$ cat config.mk
export PLATFORM = sky130hd
export DESIGN_NAME = number_literal_classifier_core
export DESIGN_NICKNAME = d
export VERILOG_FILES = /design/src/hdl/nlc_pkg.sv /design/src/hdl/nlc_scan.sv /design/src/hdl/number_literal_classifier_core.sv
export SDC_FILE = /design/constraint.sdc
export NUM_CORES = 1
export LEC_CHECK = 0
export BUFFER_PORTS_ARGS = -buffer_cell sky130_fd_sc_hd__buf_2
export CAP_MARGIN = 20
export CORE_UTILIZATION = 51
export CTS_CLUSTER_SIZE = 16
export DETAILED_ROUTE_END_ITERATION = 7
export PLACE_DENSITY = 0.83
export SYNTH_ARGS = -nofsm -noshare
export SYNTH_HDL_FRONTEND = slang
export SYNTH_SLANG_ARGS = --single-unit
$ cat constraint.sdc
create_clock -name i_clk -period 2.2 [get_ports i_clk]
set_input_delay 0.11 -clock i_clk [delete_from_list [all_inputs] [get_ports i_clk]]
set_output_delay 0.11 -clock i_clk [all_outputs]
set_load 0.05 [all_outputs]
$ cat src/hdl/nlc_pkg.sv
// shared types and constants for the numeric literal classifier
package nlc_pkg;

    // character codes used by the scanner
    localparam logic [7:0] CHAR_MINUS   = 8'h2D;
    localparam logic [7:0] CHAR_DOT     = 8'h2E;
    localparam logic [7:0] CHAR_ZERO    = 8'h30;
    localparam logic [7:0] CHAR_NINE    = 8'h39;
    localparam logic [7:0] CHAR_UP_A    = 8'h41;
    localparam logic [7:0] CHAR_UP_F    = 8'h46;
    localparam logic [7:0] CHAR_UP_X    = 8'h58;
    localparam logic [7:0] CHAR_LOW_A   = 8'h61;
    localparam logic [7:0] CHAR_LOW_F   = 8'h66;
    localparam logic [7:0] CHAR_LOW_X   = 8'h78;

    // saturation limit of the position and dot counters
    localparam logic [1:0] COUNT_LIMIT  = 2'd3;

    // class codes
    typedef enum logic [2:0] {
        CLASS_HEX     = 3'd0,
        CLASS_INTEGER = 3'd1,
        CLASS_FLOAT   = 3'd2,
        CLASS_UNKNOWN = 3'd3,
        CLASS_ERROR   = 3'd4
    } t_class;

    // per-token scan state
    typedef struct packed {
        logic [1:0] char_position;
        logic [1:0] dots_seen;
        logic       integer_pass;
        logic       float_pass;
        logic       hex_pass;
    } t_scan_state;

    localparam t_scan_state SCAN_RESET = '{
        char_position: 2'd0,
        dots_seen:     2'd0,
        integer_pass:  1'b1,
        float_pass:    1'b1,
        hex_pass:      1'b1
    };

endpackage

$ cat src/hdl/nlc_scan.sv
// next-state and class logic for one character of a token
module nlc_scan (
    input  nlc_pkg::t_scan_state i_state,
    input  logic [7:0]           i_char_code,
    output nlc_pkg::t_scan_state o_state,
    output nlc_pkg::t_class      o_number_class
);

    logic is_dec;
    logic is_hex;
    logic is_dot;
    logic sign_ok;
    logic hex_ok;

    // character classes
    always_comb begin
        is_dec  = (i_char_code >= nlc_pkg::CHAR_ZERO) && (i_char_code <= nlc_pkg::CHAR_NINE);
        is_hex  = is_dec
                || ((i_char_code >= nlc_pkg::CHAR_LOW_A) && (i_char_code <= nlc_pkg::CHAR_LOW_F))
                || ((i_char_code >= nlc_pkg::CHAR_UP_A) && (i_char_code <= nlc_pkg::CHAR_UP_F));
        is_dot  = (i_char_code == nlc_pkg::CHAR_DOT);
        sign_ok = (i_state.char_position == 2'd0) && (i_char_code == nlc_pkg::CHAR_MINUS);
    end

    // hex prefix check depends on position
    always_comb begin
        case (i_state.char_position)
            2'd0:    hex_ok = (i_char_code == nlc_pkg::CHAR_ZERO);
            2'd1:    hex_ok = (i_char_code == nlc_pkg::CHAR_LOW_X)
                           || (i_char_code == nlc_pkg::CHAR_UP_X);
            default: hex_ok = is_hex;
        endcase
    end

    // state update with saturating counters
    always_comb begin
        o_state = i_state;
        if (is_dot && (i_state.dots_seen < nlc_pkg::COUNT_LIMIT)) begin
            o_state.dots_seen = i_state.dots_seen + 2'd1;
        end
        if (i_state.char_position < nlc_pkg::COUNT_LIMIT) begin
            o_state.char_position = i_state.char_position + 2'd1;
        end
        o_state.integer_pass = i_state.integer_pass & (is_dec | sign_ok);
        o_state.float_pass   = i_state.float_pass & (is_dec | is_dot | sign_ok);
        o_state.hex_pass     = i_state.hex_pass & hex_ok;
    end

    // class in priority order, error first
    always_comb begin
        if (o_state.dots_seen >= 2'd2) begin
            o_number_class = nlc_pkg::CLASS_ERROR;
        end else if (o_state.hex_pass && (i_state.char_position >= 2'd2)) begin
            o_number_class = nlc_pkg::CLASS_HEX;
        end else if (o_state.integer_pass) begin
            o_number_class = nlc_pkg::CLASS_INTEGER;
        end else if (o_state.float_pass && (o_state.dots_seen == 2'd1)) begin
            o_number_class = nlc_pkg::CLASS_FLOAT;
        end else begin
            o_number_class = nlc_pkg::CLASS_UNKNOWN;
        end
    end

endmodule

$ cat src/hdl/number_literal_classifier_core.sv
// top level of the numeric literal classifier: scan state and result register
//
//  channel   valid     stall     payload
//  input     i_valid   o_stall   i_char_code, i_last_char
//  output    o_valid   i_stall   o_number_class
//
// one character per cycle while o_stall is low; the class of a token appears
// in the cycle after the transfer of its last character, from the result register.
// synchronous active-low reset returns the scan state to its token start.
// characters that are not last are taken even while a result waits;
// a last character is held off only while the result register is full and stalled.
module number_literal_classifier_core (
    input  logic       i_clk,
    input  logic       i_rst_n,
    input  logic       i_valid,
    output logic       o_stall,
    input  logic [7:0] i_char_code,
    input  logic       i_last_char,
    output logic       o_valid,
    input  logic       i_stall,
    output logic [2:0] o_number_class
);

    nlc_pkg::t_scan_state r_state;
    nlc_pkg::t_scan_state n_state;
    nlc_pkg::t_class      n_class;
    nlc_pkg::t_class      r_class;
    logic                 r_out_valid;
    logic                 in_xfer;
    logic                 out_xfer;

    nlc_scan u_scan (
        .i_state        (r_state),
        .i_char_code    (i_char_code),
        .o_state        (n_state),
        .o_number_class (n_class)
    );

    // handshake
    assign o_stall  = r_out_valid & i_stall & i_last_char;
    assign in_xfer  = i_valid & ~o_stall;
    assign out_xfer = r_out_valid & ~i_stall;

    // scan state, back to token start after the last character
    always_ff @(posedge i_clk) begin
        if (!i_rst_n) begin
            r_state <= nlc_pkg::SCAN_RESET;
        end else if (in_xfer) begin
            r_state <= i_last_char ? nlc_pkg::SCAN_RESET : n_state;
        end
    end

    // result register
    always_ff @(posedge i_clk) begin
        if (!i_rst_n) begin
            r_out_valid <= 1'b0;
        end else if (in_xfer && i_last_char) begin
            r_out_valid <= 1'b1;
        end else if (out_xfer) begin
            r_out_valid <= 1'b0;
        end
    end

    always_ff @(posedge i_clk) begin
        if (in_xfer && i_last_char) begin
            r_class <= n_class;
        end
    end

    assign o_valid        = r_out_valid;
    assign o_number_class = r_class;

`ifndef SYNTHESIS
    // a new result appears only after a last-character transfer
    a_result_source: assert property (@(posedge i_clk) disable iff (!i_rst_n)
        $rose(o_valid) |-> $past(in_xfer && i_last_char))
        else $error("result without a last character");

    // token end returns the scan state to its start
    a_state_reset: assert property (@(posedge i_clk) disable iff (!i_rst_n)
        (in_xfer && i_last_char) |=> (r_state == nlc_pkg::SCAN_RESET))
        else $error("scan state not cleared after token end");

    // an unaccepted pending result is never overwritten
    a_no_overwrite: assert property (@(posedge i_clk) disable iff (!i_rst_n)
        (r_out_valid && i_stall) |-> !(in_xfer && i_last_char))
        else $error("pending result overwritten");
`endif

endmodule
==> results.py, run 1 <==
metrics = {
    "sta": {
        "fin_tns_setup_ns": 0,
        "finalClockSkew_ns": 0.0008418,
        "fmax_mhz": 509.9,
        "slew_violations": 0,
        "slew_headroom_pct": 63.44,
        "worstMarginPinSlew_ns": 0.5426,
        "holdWs_ns": 0.1142,
        "rsz0062_at_grt": "no",
        "setup_violations": 0,
        "final_hold_viol_count": 0,
        "period_needed_ns": 1.961,
        "fin_crit_sh_pct": 89.14,
    },
    "clocking": {
        "cts_root_buf": "clkbuf_4",
        "ctsResizeCount": 0,
        "cts_setup_buffers": 0,
        "cts_buffers": 3,
        "hold_buffers": 0,
        "cts_max_path_buffers": 2,
        "path_clk_slew_ns": 0.07,
        "clock_sinks": 11,
        "clk_latency_ns": 0.26,
        "cts_htree_levels": 1,
        "cts_tree": "done",
    },
    "power_and_ir_drop": {
        "p_leak_nw": 0.3615,
        "power_frac_clock_pct": 31.1,
        "cellPowerDensity_mw_per_mm2": 496.7,
        "p_sw_mw": 0.1253,
        "combPwrFrac_pct": 19.1,
        "intPower_mw": 0.3190,
        "irDropWorstVdd_v": 0.0002274,
        "p_sw_share_pct": 28.20,
        "p_seq_share_pct": 49.8,
    },
    "grt": {
        "grt_pass1_wl_um": 2656,
        "grt_util_met2_pct": 45.70,
        "grt_max_degree": 10,
        "grt_busiest_layer": "met2",
        "use_met3_pct": 4.348,
        "grtUsageMet1_pct": 26.64,
        "grtUsageTotal_pct": 24.44,
        "first_global_vias": 677,
        "grt_overflow": 0,
        "antenna_found_initial": 0,
    },
    "outcome": {
        "status": "finished clean",
    },
    "critical_path": {
        "startpoint": "r_state[5]$_SDFFE_PN0P_",
        "critPathKind": "flip-flop to flip-flop",
        "slowest_delay_ns": 0.37,
        "end_kind": "flip-flop",
        "cp-start-kind": "flip-flop",
        "timing.rr.start": "r_state[5]$_SDFFE_PN0P_",
        "worstPathCellList": "inv_1 -> ha_1 -> nor4bb_1 -> a31oi_1 -> o41ai_1 -> o211ai_1 -> nor3b_2",
        "path_max_fanout": 6,
        "required_ns": 2.21,
        "critPathSlowestCell": "dfxtp_1",
        "cp.arrival_ns": 1.97,
    },
    "final_layout": {
        "fillCellCount": 124,
        "register_area_sq_um": 250.2,
        "nets": 127,
        "mostFrequentLayoutCells": "17 x buf_2, 8 x nand2_1, 8 x dfxtp_1, 7 x nor2_1",
        "layout_commonest_cell": "buf_2",
        "areaGrowthSynthToFinish_pct": 16.45,
        "multi_input_area_sq_um": 484.2,
        "antenna-diode-count": 0,
        "drive_gt1_share_pct": 25.93,
    },
    "synthesis": {
        "syn_area_sq_um": 768.2,
        "syn_inst": 87,
        "synth_area_leader_cell": "dfxtp_1",
        "synthTopCellsByArea": "dfxtp_1 21%, edfxtp_1 12%, ha_1 8.1%",
        "ys_types": 43,
        "synth_seq_area_share_pct": 32.57,
        "synth_top_cell_area_share_pct": 20.85,
        "synth_edf_count": 3,
        "ys_dominant_reg_cell": "dfxtp_1",
        "ys_async_sr_fraction_pct": 0,
        "syn_avg_cell_area_sq_um": 8.830,
        "synth_fp_nets": 105,
        "ys_ff_latch": 11,
        "ys_warn_count": 0,
    },
    "route": {
        "drc": 0,
        "drt-pass1-iter-count": 4,
        "vias": 733,
        "avgRoutedWirePerCell_um": 13.67,
        "drt-total-wl_um": 1682,
        "drt_iter0_drc": 19,
        "viasPerCell": 5.959,
        "drtAntennaViolNets": 0,
    },
    "die": {
        "dieArea_sq_mm": 0.001665,
        "rows": 13,
        "dieWidth_um": 40.81,
        "core_sq_mm": 0.001350,
        "start_util_pct": 56.90,
        "die_h_um": 40.81,
        "io_pins": 18,
    },
    "run": {
        "max-cap-violations": 0,
    },
    "placed_design": {
        "hpwl_um": 1347,
        "io_buffers": 17,
        "globalplace.congestion": 0.8915,
    },
    "hold_path": {
        "hold_class": "input pin to flip-flop",
        "worstHoldStart": "i_last_char",
    },
}
layer usage:
| layer | vias up | share of wire [%] |
|---|---|---|
| li1 | 370 | - |
| met1 | 341 | 42 |
| met2 | 20 | 55 |
| met3 | 2 | 2.6 |
| met4 | 0 | 0.36 |
| met5 | - | 0 |
worst max-delay path: cells and delay by family (launching register included):
kind	cells	cell delay [ns]
AOI/OAI and AO/OA	3	0.63
adders and majority gates	1	0.19
buffers and inverters	1	0.10
DFF	1	0.37
and+or+nand+nor	2	0.43
cells in the mapped netlist, types with 2 or more instances:
library cell / count
dfxtp_1: 8
nand2_1: 8
nor2_1: 7
a21oi_1: 5
ha_1: 5
inv_1: 5
o21ai_0: 5
edfxtp_1: 3
a21boi_0: 2
a31oi_1: 2
and2_1: 2
nand3b_1: 2
o21a_1: 2
or3_1: 2
final cells by class:
cell class                      count  share of cell area, %
Clock buffer                        4                  2.937
Inverter                            6                  2.517
Multi-Input combinational cell     69                  54.13
Sequential cell                    11                  27.97
Tap cell                           15                  2.098
Timing Repair Buffer               18                  10.35
registers in the layout (all words and copies together) (netlist names):
| signal | cells |
|---|---|
| o_number_class | 3 |
| o_valid | 1 |
| r_state | 7 |
final timing paths:
check / endpoint / slack, ns / cells past startpoint
setup / recovery: o_number_class[1]$_SDFFCE_PP0P_ / 0.24 / 7
hold / removal: o_valid$_SDFFE_PN0P_ / 0.11 / 3
setup reg to reg: o_number_class[1]$_SDFFCE_PP0P_ / 0.24 / 7
hold reg to reg: r_state[1]$_SDFFE_PN1P_ / 0.48 / 2
per-stage QoR:
step | total power, mW | util [%] | worst slack, ns | instance area, sq um | cells
global placement | 0.3066 | 64.32 | 0.3227 | 868.3 | 119
detailed placement | 0.3097 | 64.32 | 0.2831 | 868.3 | 119
global route | 0.4649 | 66.27 | 0.1063 | 894.6 | 123
floorplan | 0.2744 | - | 0.3771 | 768.2 | 87
CTS | 0.4447 | 66.27 | 0.2658 | 894.6 | 123
finish | 0.4443 | 66.27 | 0.2389 | 894.6 | 123
power groups by stage:
stage               Clock (mW)  Combinational (mW)  Sequential (mW)
finish                   0.138              0.0848            0.221
global route             0.149              0.0934            0.223
CTS                      0.139              0.0840            0.221
detailed placement           0              0.0837            0.226
global placement             0              0.0811            0.225
floorplan                    0              0.0419            0.232
cell families (layout without fill, tap and decap cells):
logic type | Yosys count | count (layout) | share of synthesized area [%]
simple gates | 35 | 35 | 26.88
compound gates | 27 | 27 | 23.94
flops | 11 | 11 | 32.57
buf+inv | 7 | 28 | 4.397
fa+ha+maj | 5 | 5 | 8.143
xor+xnor | 1 | 1 | 1.140
mux | 1 | 1 | 2.931
No activity file was read; power rests on OpenSTA's default activity.
==> run 2: changes to the inputs <==
--- a/config.mk
+++ b/config.mk
@@ -10,6 +10,7 @@
 export CORE_UTILIZATION = 51
 export CTS_CLUSTER_SIZE = 16
 export DETAILED_ROUTE_END_ITERATION = 7
+export MAX_ROUTING_LAYER = met4
 export PLACE_DENSITY = 0.83
 export SYNTH_ARGS = -nofsm -noshare
 export SYNTH_HDL_FRONTEND = slang
==> run 2 against run 1 <==
  * Maximum frequency increased by 0.10%
  * Sequential cell count is the same
  * Utilization unchanged
  * Highest routed layer unchanged
  * Sequential power about the same
  * First-iteration DRC count unchanged
  * Power hardly changed
  * Final cell count unchanged
  * Worst hold slack stayed put
==> results.py, run 2 (synthesized netlist as in run 1, its figures left out) <==
metrics = {
    "sta": {
        "finalClockSkew_ns": 0.0005586,
        "fmax_mhz": 510.5,
        "slew_headroom_pct": 63.44,
        "fin_crit_sh_pct": 89.05,
        "setup_violations": 0,
        "period_needed_ns": 1.959,
        "slew_violations": 0,
        "rsz0062_at_grt": "no",
        "worstMarginPinSlew_ns": 0.5426,
        "final_hold_viol_count": 0,
        "fin_tns_setup_ns": 0,
    },
    "die": {
        "die_h_um": 40.81,
        "dieWidth_um": 40.81,
        "core_sq_mm": 0.001350,
        "dieArea_sq_mm": 0.001665,
        "rows": 13,
        "io_pins": 18,
        "start_util_pct": 56.90,
    },
    "final_layout": {
        "antenna-diode-count": 0,
        "drive_gt1_share_pct": 25.93,
        "top_register": "r_state",
        "final_cell_count_no_fill": 123,
        "final_area_sq_um": 894.6,
        "mostFrequentLayoutCells": "17 x buf_2, 8 x nand2_1, 8 x dfxtp_1, 7 x nor2_1",
        "areaGrowthSynthToFinish_pct": 16.45,
        "nets": 127,
        "layout_commonest_cell": "buf_2",
        "largest_reg_flops": 7,
    },
    "route": {
        "drt_iter0_drc": 19,
        "drt-total-wl_um": 1677,
        "avgRoutedWirePerCell_um": 13.63,
        "viasPerCell": 5.959,
        "drtAntennaViolNets": 0,
        "drc": 0,
        "vias": 733,
        "drt-pass1-iter-count": 4,
    },
    "critical_path": {
        "worstPathCellList": "inv_1 -> ha_1 -> nor4bb_1 -> a31oi_1 -> o41ai_1 -> o211ai_1 -> nor3b_2",
        "reg2reg_slack_ns": 0.24,
        "timing.rr.end": "o_number_class[1]$_SDFFCE_PP0P_",
        "cp-start-kind": "flip-flop",
        "cp_num_buf_inv": 1,
        "end_kind": "flip-flop",
        "crit_family": "compound AO/OA/AOI/OAI gates",
        "required_ns": 2.21,
        "reg2reg_depth": 7,
        "critPathKind": "flip-flop to flip-flop",
        "critPathSlowestCell": "dfxtp_1",
        "path_max_fanout": 6,
        "timing.rr.start": "r_state[5]$_SDFFE_PN0P_",
        "slowest_delay_ns": 0.36,
        "cp.arrival_ns": 1.96,
        "startpoint": "r_state[5]$_SDFFE_PN0P_",
    },
    "clocking": {
        "cts_tree": "done",
        "clk_latency_ns": 0.26,
        "ctsResizeCount": 0,
        "cts_max_path_buffers": 2,
        "hold_buffers": 0,
        "cts_setup_buffers": 0,
        "path_clk_slew_ns": 0.07,
        "cts_root_buf": "clkbuf_4",
        "cts_htree_levels": 1,
        "clock_sinks": 11,
        "cts_buffers": 3,
    },
    "placed_design": {
        "hpwl_um": 1347,
        "io_buffers": 17,
        "globalplace.congestion": 0.9065,
        "placed_area_sq_um": 868.3,
        "dp_cells": 119,
    },
    "hold_path": {
        "hold_path_depth": 3,
        "worstHoldStart": "i_last_char",
        "hold_class": "input pin to flip-flop",
        "worstHoldEndpoint": "o_valid$_SDFFE_PN0P_",
    },
    "grt": {
        "first_global_vias": 677,
        "antenna_found_initial": 0,
        "grt_overflow": 0,
        "grtUsageTotal_pct": 25.12,
        "grt_pass1_wl_um": 2656,
        "grt_max_degree": 10,
    },
    "power_and_ir_drop": {
        "p_leak_nw": 0.3615,
        "cellPowerDensity_mw_per_mm2": 496.3,
        "irDropWorstVdd_v": 0.0002273,
    },
    "outcome": {
        "status": "finished clean",
    },
    "run": {
        "max-cap-violations": 0,
    },
}
## run 2: cell counts in the layout (fill, tap and decap cells not counted)
Identical to the previous run, type by type.
## run 2: how the worst max path moves through the flow
stage	slack, ns	cells past startpoint	endpoint
4_1_cts	0.27	6	o_number_class[0]$_SDFFCE_PP0P_
2_1_floorplan	0.38	5	o_number_class[0]$_SDFFCE_PP0P_
6_report	0.24	7	o_number_class[1]$_SDFFCE_PP0P_
5_1_grt	0.11	6	o_number_class[0]$_SDFFCE_PP0P_
3_5_place_dp	0.28	6	o_number_class[0]$_SDFFCE_PP0P_
3_3_place_gp	0.32	6	o_number_class[1]$_SDFFCE_PP0P_
## run 2: cell type report
type / instances / area [sq um]
multi-input cells: 69 / 484.2
inverters: 6 / 22.52
well taps: 15 / 18.77
fillers: 124 / 455.4
repair buffers: 18 / 92.59
flip-flops and latches: 11 / 250.2
clock buffers: 4 / 26.28
## run 2: through the flow
| stage | hold WS (ns) | power (mW) | worst slack, ns | util, % |
|---|---|---|---|---|
| after floorplan | 0.2317 | 0.2744 | 0.3771 | - |
| after global placement | 0.3858 | 0.3066 | 0.3227 | 64.32 |
| after global routing | 0.1305 | 0.4649 | 0.1063 | 66.27 |
| final | 0.1142 | 0.4440 | 0.2409 | 66.27 |
| after detailed placement | 0.3925 | 0.3097 | 0.2831 | 64.32 |
| after CTS | 0.1157 | 0.4447 | 0.2658 | 66.27 |
## run 2: where the power goes
part | internal, mW | total [mW] | switching [mW]
sequential | 0.216 | 0.221 | 0.00540
combinational | 0.0331 | 0.0848 | 0.0517
clock | 0.0700 | 0.138 | 0.0679
total | 0.319 | 0.444 | 0.125
## run 2: tightest hold or removal path, cell delays in order
cell and delay, ns:
buf_2 0.11, nand2_1 0.04, a21boi_0 0.06
## run 2: per-layer routing
layer	track usage, %	part of all wire (%)	vias to the layer above
met3	4.348	2.6	2
met4	9.167	0.36	0
met2	45.70	55	20
met1	26.64	42	341
li1	-	-	370
met5	-	0	-
